### src/rtl/core/stcs_pkg.sv
`default_nettype none
package stcs_pkg;

  // screen and fixed point setup
  localparam int SCREEN_W     = 800;
  localparam int SCREEN_H     = 590;
  localparam int HALF_W       = SCREEN_W / 2;
  localparam int HALF_H       = SCREEN_H / 2;
  localparam int FRAC_BITS    = 8;
  localparam int CORDIC_STEPS = 16;
  localparam int TAB_LEN      = 24;
  localparam int NSTEPS       = (CORDIC_STEPS < TAB_LEN) ? CORDIC_STEPS : TAB_LEN;

  // field and datapath widths
  localparam int SPD_W   = 16;
  localparam int CLICK_W = 10;
  localparam int POS_W   = 21;
  localparam int GOAL_W  = 11;
  localparam int HEAD_W  = 17;
  localparam int CGW     = GOAL_W + 1;      // centred click before clamp
  localparam int DX_W    = POS_W + 1;       // offset and multiplier operand
  localparam int MUL_W   = 2 * DX_W;
  localparam int CW      = 34;              // cordic x / y
  localparam int ANG_W   = 25;              // degrees q16
  localparam int IDX_W   = $clog2(TAB_LEN);

  // limits and constants
  localparam int POS_LIMIT  = 524288;
  localparam int HEAD_LIMIT = 46080;
  localparam int GOAL_MAX   = 1023;
  localparam int GOAL_MIN   = -1024;
  localparam int ANG90      = 5898240;
  localparam int KINV_Q16   = 39797;
  localparam int VEC_SHIFT  = 8;
  localparam int HEAD_SHIFT = 8;
  localparam int HEAD_RND   = 128;
  localparam int STEP_SHIFT = 16;
  localparam int STEP_RND   = 32768;
  localparam int SPD_RESET  = 2560;

  typedef logic signed [CW-1:0]    cval_t;
  typedef logic signed [ANG_W-1:0] ang_t;

  // control word for one micro-rotation
  typedef struct packed {
    logic             rot;   // 1: rotation mode, 0: vectoring mode
    logic [IDX_W-1:0] idx;   // iteration number
  } cordic_ctl_t;

  // atan(2^-i) in degrees q16, rounded to nearest
  function automatic ang_t atan_q16(input logic [IDX_W-1:0] i);
    ang_t a;
    unique case (i)
      5'd0:    a = ANG_W'(2949120);
      5'd1:    a = ANG_W'(1740967);
      5'd2:    a = ANG_W'(919879);
      5'd3:    a = ANG_W'(466945);
      5'd4:    a = ANG_W'(234379);
      5'd5:    a = ANG_W'(117304);
      5'd6:    a = ANG_W'(58666);
      5'd7:    a = ANG_W'(29335);
      5'd8:    a = ANG_W'(14668);
      5'd9:    a = ANG_W'(7334);
      5'd10:   a = ANG_W'(3667);
      5'd11:   a = ANG_W'(1833);
      5'd12:   a = ANG_W'(917);
      5'd13:   a = ANG_W'(458);
      5'd14:   a = ANG_W'(229);
      5'd15:   a = ANG_W'(115);
      5'd16:   a = ANG_W'(57);
      5'd17:   a = ANG_W'(29);
      5'd18:   a = ANG_W'(14);
      5'd19:   a = ANG_W'(7);
      5'd20:   a = ANG_W'(4);
      5'd21:   a = ANG_W'(2);
      5'd22:   a = ANG_W'(1);
      default: a = '0;
    endcase
    return a;
  endfunction

endpackage
`default_nettype wire

### src/rtl/core/stcs_cordic_step.sv
`default_nettype none
module stcs_cordic_step (
  input  stcs_pkg::cordic_ctl_t ctl,
  input  stcs_pkg::cval_t       x_in,
  input  stcs_pkg::cval_t       y_in,
  input  stcs_pkg::ang_t        ang_in,
  output stcs_pkg::cval_t       x_out,
  output stcs_pkg::cval_t       y_out,
  output stcs_pkg::ang_t        ang_out
);
  import stcs_pkg::*;

  cval_t xs;
  cval_t ys;
  ang_t  at;
  logic  fwd;

  assign xs = x_in >>> ctl.idx;
  assign ys = y_in >>> ctl.idx;
  assign at = atan_q16(ctl.idx);

  // vectoring drives y to zero, rotation drives the angle to zero
  assign fwd = ctl.rot ? (ang_in >= 0) : (y_in >= 0);

  always_comb begin
    if (ctl.rot == fwd) begin
      // rotation with angle >= 0, or vectoring with y < 0
      x_out = x_in - ys;
      y_out = y_in + xs;
    end else begin
      x_out = x_in + ys;
      y_out = y_in - xs;
    end
    if (fwd == ctl.rot) begin
      ang_out = ctl.rot ? (ang_in - at) : (ang_in - at);
    end else begin
      ang_out = ang_in + at;
    end
    if (!ctl.rot) begin
      ang_out = fwd ? (ang_in + at) : (ang_in - at);
    end
  end

endmodule
`default_nettype wire

### src/rtl/core/seek_target_constant_speed.sv
// a click word stores the clamped target and goes straight to the done state
// a tick word squares the offset and the speed, then snaps, stands still or moves;
// a moving tick runs the shared cordic micro-rotation stage for 16 vectoring
// and then 16 rotation steps; a new word is taken only back in the idle state
// reset (rst_n low, synchronous): point, target and heading go to zero,
// step_speed to 2560 (10 px), no word pending on either side
`default_nettype none
module seek_target_constant_speed (
  input  wire                                   clk,
  input  wire                                   rst_n,
  // configuration
  input  wire                                   cfg_we,
  input  wire [stcs_pkg::SPD_W-1:0]             cfg_step_speed,
  // input channel
  input  wire                                   in_valid,
  output logic                                  in_ready,
  input  wire                                   in_mode,
  input  wire [stcs_pkg::CLICK_W-1:0]           in_click_x,
  input  wire [stcs_pkg::CLICK_W-1:0]           in_click_y,
  // result channel
  output logic                                  out_valid,
  input  wire                                   out_ready,
  output logic signed [stcs_pkg::POS_W-1:0]     out_position_x,
  output logic signed [stcs_pkg::POS_W-1:0]     out_position_y,
  output logic signed [stcs_pkg::HEAD_W-1:0]    out_heading,
  output logic                                  out_arrived
);
  import stcs_pkg::*;

  typedef enum logic [3:0] {
    S_IDLE, S_MX, S_MY, S_MS, S_CMP, S_VEC, S_RLD, S_ROT, S_UPD, S_DONE
  } state_t;

  state_t state_r;

  // architectural state
  logic signed [POS_W-1:0]  point_x_r;
  logic signed [POS_W-1:0]  point_y_r;
  logic signed [GOAL_W-1:0] goal_x_r;
  logic signed [GOAL_W-1:0] goal_y_r;
  logic signed [HEAD_W-1:0] heading_r;
  logic [SPD_W-1:0]         step_speed_r;

  // working registers
  logic signed [DX_W-1:0]  dx_r;
  logic signed [DX_W-1:0]  dy_r;
  logic signed [MUL_W-1:0] prod_r;
  logic signed [MUL_W:0]   acc_r;
  cval_t                   cx_r;
  cval_t                   cy_r;
  ang_t                    z_r;
  logic [IDX_W-1:0]        cnt_r;
  logic                    out_valid_r;

  // target in position format
  logic signed [DX_W-1:0] tx;
  logic signed [DX_W-1:0] ty;
  assign tx = DX_W'(goal_x_r) <<< FRAC_BITS;
  assign ty = DX_W'(goal_y_r) <<< FRAC_BITS;

  // click to centred coordinates, y up, clamped to the goal range
  logic signed [CGW-1:0]    cgx;
  logic signed [CGW-1:0]    cgy;
  logic signed [GOAL_W-1:0] gx_c;
  logic signed [GOAL_W-1:0] gy_c;
  always_comb begin
    cgx = $signed({2'b00, in_click_x}) - CGW'(HALF_W);
    cgy = CGW'(HALF_H) - $signed({2'b00, in_click_y});
    if (cgx > GOAL_MAX)      gx_c = GOAL_W'(GOAL_MAX);
    else if (cgx < GOAL_MIN) gx_c = GOAL_W'(GOAL_MIN);
    else                     gx_c = GOAL_W'(cgx);
    if (cgy > GOAL_MAX)      gy_c = GOAL_W'(GOAL_MAX);
    else if (cgy < GOAL_MIN) gy_c = GOAL_W'(GOAL_MIN);
    else                     gy_c = GOAL_W'(cgy);
  end

  // shared multiplier: dx^2, dy^2, speed^2, then speed / K
  logic signed [DX_W-1:0]  mul_a;
  logic signed [DX_W-1:0]  mul_b;
  logic signed [MUL_W-1:0] mul_p;
  logic signed [DX_W-1:0]  spd_s;
  assign spd_s = $signed({{(DX_W-SPD_W){1'b0}}, step_speed_r});
  always_comb begin
    case (state_r)
      S_MX: begin
        mul_a = dx_r;
        mul_b = dx_r;
      end
      S_MY: begin
        mul_a = dy_r;
        mul_b = dy_r;
      end
      S_MS: begin
        mul_a = spd_s;
        mul_b = spd_s;
      end
      default: begin
        mul_a = spd_s;
        mul_b = DX_W'(KINV_Q16);
      end
    endcase
  end
  assign mul_p = MUL_W'(mul_a) * MUL_W'(mul_b);

  // vectoring start: offset scaled, folded into the right half plane
  cval_t vx;
  cval_t vy;
  cval_t vx0;
  cval_t vy0;
  ang_t  vz0;
  always_comb begin
    vx = CW'(dx_r) <<< VEC_SHIFT;
    vy = CW'(dy_r) <<< VEC_SHIFT;
    if (vx < 0) begin
      if (vy >= 0) begin
        vx0 = vy;
        vy0 = -vx;
        vz0 = ANG_W'(ANG90);
      end else begin
        vx0 = -vy;
        vy0 = vx;
        vz0 = -ANG_W'(ANG90);
      end
    end else begin
      vx0 = vx;
      vy0 = vy;
      vz0 = '0;
    end
  end

  // rotation start: speed / K on an axis, residual angle within +-90
  cval_t spk;
  cval_t rx0;
  cval_t ry0;
  ang_t  rz0;
  always_comb begin
    spk = CW'(prod_r);
    if (z_r > ANG90) begin
      rx0 = '0;
      ry0 = spk;
      rz0 = z_r - ANG_W'(ANG90);
    end else if (z_r < -ANG90) begin
      rx0 = '0;
      ry0 = -spk;
      rz0 = z_r + ANG_W'(ANG90);
    end else begin
      rx0 = spk;
      ry0 = '0;
      rz0 = z_r;
    end
  end

  // heading: degrees q16 rounded to q8, saturated
  logic signed [ANG_W:0]    hsum;
  logic signed [ANG_W:0]    hq;
  logic signed [HEAD_W-1:0] head_c;
  always_comb begin
    hsum = (ANG_W+1)'(z_r) + (ANG_W+1)'(HEAD_RND);
    hq   = hsum >>> HEAD_SHIFT;
    if (hq > HEAD_LIMIT)       head_c = HEAD_W'(HEAD_LIMIT);
    else if (hq < -HEAD_LIMIT) head_c = -HEAD_W'(HEAD_LIMIT);
    else                       head_c = HEAD_W'(hq);
  end

  // position update: rounded step added and saturated
  logic signed [CW:0]      sx;
  logic signed [CW:0]      sy;
  logic signed [POS_W:0]   px_s;
  logic signed [POS_W:0]   py_s;
  logic signed [POS_W-1:0] px_c;
  logic signed [POS_W-1:0] py_c;
  always_comb begin
    sx   = ((CW+1)'(cx_r) + (CW+1)'(STEP_RND)) >>> STEP_SHIFT;
    sy   = ((CW+1)'(cy_r) + (CW+1)'(STEP_RND)) >>> STEP_SHIFT;
    px_s = (POS_W+1)'(point_x_r) + (POS_W+1)'(sx);
    py_s = (POS_W+1)'(point_y_r) + (POS_W+1)'(sy);
    if (px_s > POS_LIMIT)       px_c = POS_W'(POS_LIMIT);
    else if (px_s < -POS_LIMIT) px_c = -POS_W'(POS_LIMIT);
    else                        px_c = POS_W'(px_s);
    if (py_s > POS_LIMIT)       py_c = POS_W'(POS_LIMIT);
    else if (py_s < -POS_LIMIT) py_c = -POS_W'(POS_LIMIT);
    else                        py_c = POS_W'(py_s);
  end

  // shared micro-rotation stage
  cordic_ctl_t cctl;
  cval_t       step_x;
  cval_t       step_y;
  ang_t        step_z;
  assign cctl.rot = (state_r == S_ROT);
  assign cctl.idx = cnt_r;

  stcs_cordic_step u_step (
    .ctl     (cctl),
    .x_in    (cx_r),
    .y_in    (cy_r),
    .ang_in  (z_r),
    .x_out   (step_x),
    .y_out   (step_y),
    .ang_out (step_z)
  );

  logic last_iter;
  logic snap;
  logic at_goal;
  assign last_iter = (cnt_r == IDX_W'(NSTEPS - 1));
  assign snap      = (acc_r < (MUL_W+1)'(prod_r));
  assign at_goal   = (DX_W'(point_x_r) == tx) && (DX_W'(point_y_r) == ty);

  // sequencer, state and registered outputs
  always_ff @(posedge clk) begin
    prod_r <= mul_p;
    if (!rst_n) begin
      state_r      <= S_IDLE;
      point_x_r    <= '0;
      point_y_r    <= '0;
      goal_x_r     <= '0;
      goal_y_r     <= '0;
      heading_r    <= '0;
      step_speed_r <= SPD_W'(SPD_RESET);
      cnt_r        <= '0;
      out_valid_r  <= 1'b0;
    end else begin
      if (cfg_we) begin
        step_speed_r <= cfg_step_speed;
      end
      // the done state reloads the output register itself
      if (out_valid_r && out_ready && state_r != S_DONE) begin
        out_valid_r <= 1'b0;
      end
      unique case (state_r)
        S_IDLE: begin
          if (in_valid) begin
            if (in_mode) begin
              goal_x_r <= gx_c;
              goal_y_r <= gy_c;
              state_r  <= S_DONE;
            end else begin
              dx_r    <= tx - DX_W'(point_x_r);
              dy_r    <= ty - DX_W'(point_y_r);
              state_r <= S_MX;
            end
          end
        end
        S_MX: begin
          state_r <= S_MY;
        end
        S_MY: begin
          acc_r   <= (MUL_W+1)'(prod_r);
          state_r <= S_MS;
        end
        S_MS: begin
          acc_r   <= acc_r + (MUL_W+1)'(prod_r);
          state_r <= S_CMP;
        end
        S_CMP: begin
          if (snap) begin
            // within one step: land exactly on the target
            point_x_r <= POS_W'(tx);
            point_y_r <= POS_W'(ty);
            state_r   <= S_DONE;
          end else if (dx_r == 0 && dy_r == 0) begin
            // zero speed on target: direction of a null offset is 0
            heading_r <= '0;
            state_r   <= S_DONE;
          end else begin
            cx_r    <= vx0;
            cy_r    <= vy0;
            z_r     <= vz0;
            cnt_r   <= '0;
            state_r <= S_VEC;
          end
        end
        S_VEC: begin
          cx_r  <= step_x;
          cy_r  <= step_y;
          z_r   <= step_z;
          cnt_r <= cnt_r + 1'b1;
          if (last_iter) begin
            state_r <= S_RLD;
          end
        end
        S_RLD: begin
          heading_r <= head_c;
          cx_r      <= rx0;
          cy_r      <= ry0;
          z_r       <= rz0;
          cnt_r     <= '0;
          state_r   <= S_ROT;
        end
        S_ROT: begin
          cx_r  <= step_x;
          cy_r  <= step_y;
          z_r   <= step_z;
          cnt_r <= cnt_r + 1'b1;
          if (last_iter) begin
            state_r <= S_UPD;
          end
        end
        S_UPD: begin
          point_x_r <= px_c;
          point_y_r <= py_c;
          state_r   <= S_DONE;
        end
        S_DONE: begin
          // hand over once the output register is free
          if (!out_valid_r || out_ready) begin
            out_position_x <= point_x_r;
            out_position_y <= point_y_r;
            out_heading    <= heading_r;
            out_arrived    <= at_goal;
            out_valid_r    <= 1'b1;
            state_r        <= S_IDLE;
          end
        end
        default: begin
          state_r <= S_IDLE;
        end
      endcase
    end
  end

  assign in_ready  = (state_r == S_IDLE);
  assign out_valid = out_valid_r;

`ifndef SYNTHESIS
  // point always inside the saturation bounds
  a_pos_bounds: assert property (@(posedge clk) disable iff (!rst_n)
    point_x_r >= -POS_LIMIT && point_x_r <= POS_LIMIT &&
    point_y_r >= -POS_LIMIT && point_y_r <= POS_LIMIT)
    else $error("point outside bounds");

  // heading always inside +-180 degrees
  a_head_bounds: assert property (@(posedge clk) disable iff (!rst_n)
    heading_r >= -HEAD_LIMIT && heading_r <= HEAD_LIMIT)
    else $error("heading outside bounds");

  // a click never moves the point
  a_click_keeps_point: assert property (@(posedge clk) disable iff (!rst_n)
    (in_valid && in_ready && in_mode) |=> $stable(point_x_r) && $stable(point_y_r))
    else $error("click moved the point");

  // iteration counter stays within the table while iterating
  a_cnt_range: assert property (@(posedge clk) disable iff (!rst_n)
    (state_r == S_VEC || state_r == S_ROT) |-> cnt_r <= IDX_W'(NSTEPS - 1))
    else $error("cordic iteration out of range");
`endif

endmodule
`default_nettype wire

### config.mk
export PLATFORM = sky130hd
export DESIGN_NAME = seek_target_constant_speed
export DESIGN_NICKNAME = d
export VERILOG_FILES = /design/src/rtl/core/stcs_pkg.sv /design/src/rtl/core/stcs_cordic_step.sv /design/src/rtl/core/seek_target_constant_speed.sv
export SDC_FILE = /design/constraint.sdc
export NUM_CORES = 2
export LEC_CHECK = 0
export BUFFER_PORTS_ARGS = -buffer_cell sky130_fd_sc_hd__buf_2
export CAP_MARGIN = 15
export CORE_ASPECT_RATIO = 2
export CORE_MARGIN = 2
export CORE_UTILIZATION = 60
export DETAILED_ROUTE_END_ITERATION = 7
export MAX_ROUTING_LAYER = met4
export PLACE_DENSITY_LB_ADDON = 0.2
export SYNTH_ARGS = -nofsm -noshare
export SYNTH_HDL_FRONTEND = slang
export SYNTH_SLANG_ARGS = --single-unit
### constraint.sdc
create_clock -name clk -period 25.4 [get_ports clk]
set_clock_uncertainty 0.2 [all_clocks]
set_input_delay 6.35 -clock clk [delete_from_list [all_inputs] [get_ports clk]]
set_output_delay 6.35 -clock clk [all_outputs]
set_load 0.02 [all_outputs]
Word-level counts from Yosys, hierarchy flattened. Memory sizes are Yosys's and may differ from the RTL's. A register that Yosys moved wholly into a read port is not among the register bits. Index checks and enable logic that the tools add are counted.

Register bits after elaboration: 393. Bits in read-only memories: 704. Bits of input ports: 42. Output and inout bits: 62. Word-level logic and storage cells: 175. Memories kept: 1.

Memory list: (name not given) (depth 32, width 22, read ports 1, clocked after memory_dff 1, write ports 0, line stcs_pkg.sv:53) `unique case (i)`.

Add/sub/neg operators: 22. Multiply operators: 1. Magnitude comparators: 17. Equality and inequality tests: 24. Shifts and indexed selects: 2. Mux-type cells: 63. Bitwise gates (word level): 1. Reduce and logical (&&, ||, !) cells: 24.

Operators by type and width (count): $mux 34 (14); $mux 25 (9); $pmux 34 s3 (2); $mux 21 (6); $pmux 45 s2 (1); $pmux 21 s2 (2); $pmux 25 s3 (1); $add 34x17->35 const B (2); $add 34x34->34 (2); $mux 17 (4); $neg 30->34 (2); $sshr 34x5->34 (2); $sub 34x34->34 (2); $pmux 22 s3 (1); $logic_not 32->1 (2); $add 45x44->45 (1); $lt 45x44->1 (1); $add 21x19->22 (2); $gt 22x21->1 const B (2); $lt 22x20->1 const B (2); $mul 22x22->44 (1); $mux 11 (4); $pmux 22 s2 (1); $sub 19x21->22 (2); other kinds (47) (86).

Logic depth before layout (Yosys ltp).
Word-level depth: 7. Gate-level depth with buffers: 37. Gate-level depth less buffers: 34.

Cells and area by module. A second synthesis with hierarchy kept.

Cell total of the unflattened synthesis: 6420. Area total of the unflattened synthesis: 55529.5 um^2.

By module, submodules not included: seek_target_constant_speed (times used 1, cells each 4758, area each 42937.4 um^2, seq. area each 10289.9 um^2); stcs_cordic_step (times used 1, cells each 1662, area each 12592.1 um^2, seq. area each 0.0 um^2).

Worst setup path after synthesis. Ideal clock, no wire load.

Path kind: input -> register. Start point: input rst_n. End point: register out_arrived, enable pin. Setup time: 0.564 ns. Arrival time: 11.362 ns. Required time: 24.636 ns. Path slack: 13.273 ns. Cell stages on the path: 4. Buffers on the path: 2. Path through: clkbuf_1 inv_2 clkbuf_1 nor3b_1.

Longest elaborated chain between the ends: 1.

Ends and longest elaborated chain: start: declaration (line seek_target_constant_speed.sv:10) `input wire rst_n,`; $reduce_and 3->1 (no source line); end signal: assignment (line seek_target_constant_speed.sv:311) `out_arrived <= at_goal;`; end: declaration (line seek_target_constant_speed.sv:26) `output logic out_arrived`.

Every way passes these cells. A chain may end at the register's enable or synchronous reset.

Worst setup path in the final report.
Start point: register state_r[1]. End point: register prod_r[40].

Longest elaborated chain between the ends: 3. Elaborated cells on any way between the ends: 6. Those cells by class: 1 x mul; 3 x eq/ne; 2 x mux.

Ends and longest elaborated chain: start: declaration (line seek_target_constant_speed.sv:34) `state_t state_r;`; start signal: assignment (line seek_target_constant_speed.sv:214) `state_r <= S_IDLE;`; start signal: assignment (line seek_target_constant_speed.sv:237) `state_r <= S_DONE;`; start signal: assignment (line seek_target_constant_speed.sv:241) `state_r <= S_MX;`; $eq 4x2->1 or $eq 4x1->1 (tied branches) (line seek_target_constant_speed.sv:84) `case (state_r)`; $pmux 22 s3 or $pmux 22 s2 (tied branches) (line seek_target_constant_speed.sv:84); $mul 22x22->44 (*) (line seek_target_constant_speed.sv:103) `assign mul_p = MUL_W'(mul_a) * MUL_W'(mul_b);`; named net mul_p[40] (line seek_target_constant_speed.sv:80) `logic signed [MUL_W-1:0] mul_p;`; end signal: assignment (line seek_target_constant_speed.sv:212) `prod_r <= mul_p;`; end: declaration (line seek_target_constant_speed.sv:47) `logic signed [MUL_W-1:0] prod_r;`.

The timed path passes the listed nets; every way through them passes the cells marked *.

==> metrics.yaml <==
die_x_um: 219
place_congestion: 1.03
syn_to_final_growth_pct: 5.18
reg2reg_slack_ps: 14160
cts_tree: "built"
worstHoldEndpoint: "out_heading[6]$_DFFE_PP_"
worst_pin_slew_ps: 1160
grt_pass1_vias: 49052
cap_violations: 0
synthArstFlopShare_pct: 0
cp_data_required_time_ps: 25730
multi_input_area_um2: 40300
clock-sinks: 415
crit_slowest_cell: "dfxtp_1"
cts.reportedPaths.clkPinSlew_ps: 60
reg2reg_depth: 32
viasPerCell: 6.51
first_pass_iters: 8
status: "finished with violations"
cts_made_buffers: 44
maxSlewViolCount: 0
post-route-min-period_ps: 11240
fin_crit_sh_pct: 44.2
yosysWarnings: 0
drc_errors: 33
yosysUniqueCellTypes: 97
fp.dieArea_um2: 95300
vias: 49818
synth_nets: 7490
startpoint_type: "flip-flop"
grt_first_pass_wirelength_um: 295000
rows: 158
cts_setup_buffers: 0
clock_tree.root_cell: "clkbuf_16"
ys_seq_area_share_pct: 19.3
critPathMaxStageDelay_ps: 890
rsz0062_at_grt: "false"
hold_depth: 0
reg2reg_from: "state_r[1]$_SDFFE_PN0P_"
worstPathArrival_ps: 11570
start_util_pct: 60.3
avgSynthCellArea_um2: 8.54
regToRegEndpoint: "prod_r[40]$_DFF_P_"
fin_nets: 7388
syn-instance-count: 6513
hold_viol: 0
fmax_ghz: 0.0890
fin_util_pct: 63.4
antenna_left: 0
min_path_type: "flip-flop to flip-flop"
place.detailed.hpwl_um: 153000
finalWirelength_um: 195000
regArea_um2: 10700
io_pins: 104
endpoint_kind: "flip-flop"
tns_ps: 0
drive_above_1_share_pct: 6.98
portBuffers: 103
netlist_area_um2: 55600
globalRouteTotalUtil_pct: 42.1
clock_path_buffers: 3
cts_resized: 0
path_max_fanout: 24
wl_per_cell_um: 25.5
core_um2: 92300
fp.dieH_um: 435
antenna_found_initial: 4
synth_flop_cell: "edfxtp_1"
crit_top_cell: "fa_1"
synth_edf_count: 242
synth_seq_cells: 415
htree_levels: 2
relSlewSlack_pct: 20.4
nFillCells: 7915
criticalPathCategory: "flip-flop to flip-flop"
grt_overflow_total: 0
drt_first_iter_violations: 5518
grt_max_degree: 85
violations: "DRC"
ctsHoldBuffers: 0
min-delay-start: "heading_r[6]$_SDFFE_PN0P_"
setup_viol: 0
clk_latency_ps: 630
## cell usage after synthesis, types with 118 or more instances
master | n | share of area [%]
xor2_1 | 144 | 2.3
fa_1 | 508 | 18
a21o_1 | 118 | 1.6
inv_1 | 871 | 5.9
o21ai_0 | 326 | 2.9
xnor2_1 | 291 | 4.6
nand2_1 | 626 | 4.2
ha_1 | 427 | 9.6
clkbuf_1 | 252 | 1.7
nor2_1 | 603 | 4.1
a21oi_1 | 400 | 3.6
dfxtp_1 | 173 | 6.2
edfxtp_1 | 242 | 13
## worst max path at each step
stage	endpoint	cells after the start	startpoint
floorplan	out_arrived$_DFFE_PP_	4	rst_n
finish	prod_r[40]$_DFF_P_	32	state_r[1]$_SDFFE_PN0P_
CTS	prod_r[40]$_DFF_P_	32	state_r[1]$_SDFFE_PN0P_
global placement	prod_r[40]$_DFF_P_	32	state_r[1]$_SDFFE_PN0P_
global route	prod_r[40]$_DFF_P_	32	state_r[1]$_SDFFE_PN0P_
detailed placement	prod_r[40]$_DFF_P_	32	state_r[1]$_SDFFE_PN0P_
## per-layer routing
metal | track usage, % | part of all wire [%] | vias to the layer above | wire [µm]
met1 | 53.1 | 39 | 24235 | 75100
met4 | 26.9 | 8.0 | 0 | 15500
li1 | - | - | 22054 | -
met3 | 7.33 | 9.2 | 688 | 17900
met2 | 62.5 | 44 | 2841 | 86400
met5 | - | 0 | - | 0
## worst max-delay path: cells and delay by family (launching register included)
kind / cells / cell delay [ps]
xor gates and xnor gates: 1 / 160
and+or+nand+nor: 6 / 1170
adders and majority gates: 8 / 4160
AOI/OAI and AO/OA: 9 / 2560
DFF: 1 / 890
buffers and inverters: 8 / 1940
## cells in the final DEF, fill, tap and decap left out, types with 16 or more instances in the layout
master,synthesis,final
edfxtp_1,242,242
nand4_1,51,51
o22ai_1,34,34
buf_4,14,72
and3_1,34,34
xnor2_1,291,291
mux2i_1,114,114
a22o_1,18,18
ha_1,427,427
or2_2,27,27
nand2b_1,64,64
nand2_1,626,625
o41ai_1,16,16
o211ai_1,42,42
o21a_1,36,36
fa_1,508,508
and2_1,37,37
nor3_1,104,100
o21bai_1,51,51
nor4_1,34,34
a22oi_1,24,24
or3_1,25,25
a211oi_1,61,61
nor2b_1,47,47
dfxtp_1,173,169
a31oi_1,58,58
nand3_1,93,92
xor2_1,144,144
buf_2,25,104
inv_1,871,870
nor2_1,603,600
a21oi_1,400,397
o21ai_0,326,325
o221ai_1,41,40
a21o_1,118,118
mux2_2,24,24
o31ai_1,61,61
mux4_2,70,70
clkbuf_16,0,46
## kinds of logic after synthesis
group	Yosys count	synth area share (%)
flops	415	19.3
mux	210	5.42
buf+inv	1212	8.47
fa+ha+maj	935	27.9
compound gates	1493	17.4
simple gates	1812	14.6
xor+xnor	436	6.88
## cell type report
type | instances | area share, %
inverters | 886 | 5.68
multi-input cells | 4886 | 68.8
clock inverters | 28 | 0.579
diodes | 3 | 0.0128
flip-flops and latches | 415 | 18.4
well taps | 1200 | 2.57
clock buffers | 54 | 2.12
repair buffers | 178 | 1.88
## flip-flops by register name, summed over array words and instances (netlist names), 21 cells and up
name            count
out_position_x     21
prod_r             44
acc_r              45
point_y_r          21
dx_r               22
z_r                25
point_x_r          21
u_step.at          22
cy_r               34
out_position_y     21
cx_r               34
dy_r               22
## through the flow
stage	instance area [µm²]	setup WS, ps	cells	hold slack [ps]
after floorplan	55600	13270	6513	208
after CTS	58500	14390	7644	237
final	58500	14160	7650	234
after global placement	56900	14850	7562	214
after global routing	58500	13590	7650	255
after detailed placement	56900	14450	7562	217
Power is not shown: default switching activity piles up to over one toggle a cycle in this logic, so the estimate is an artifact.
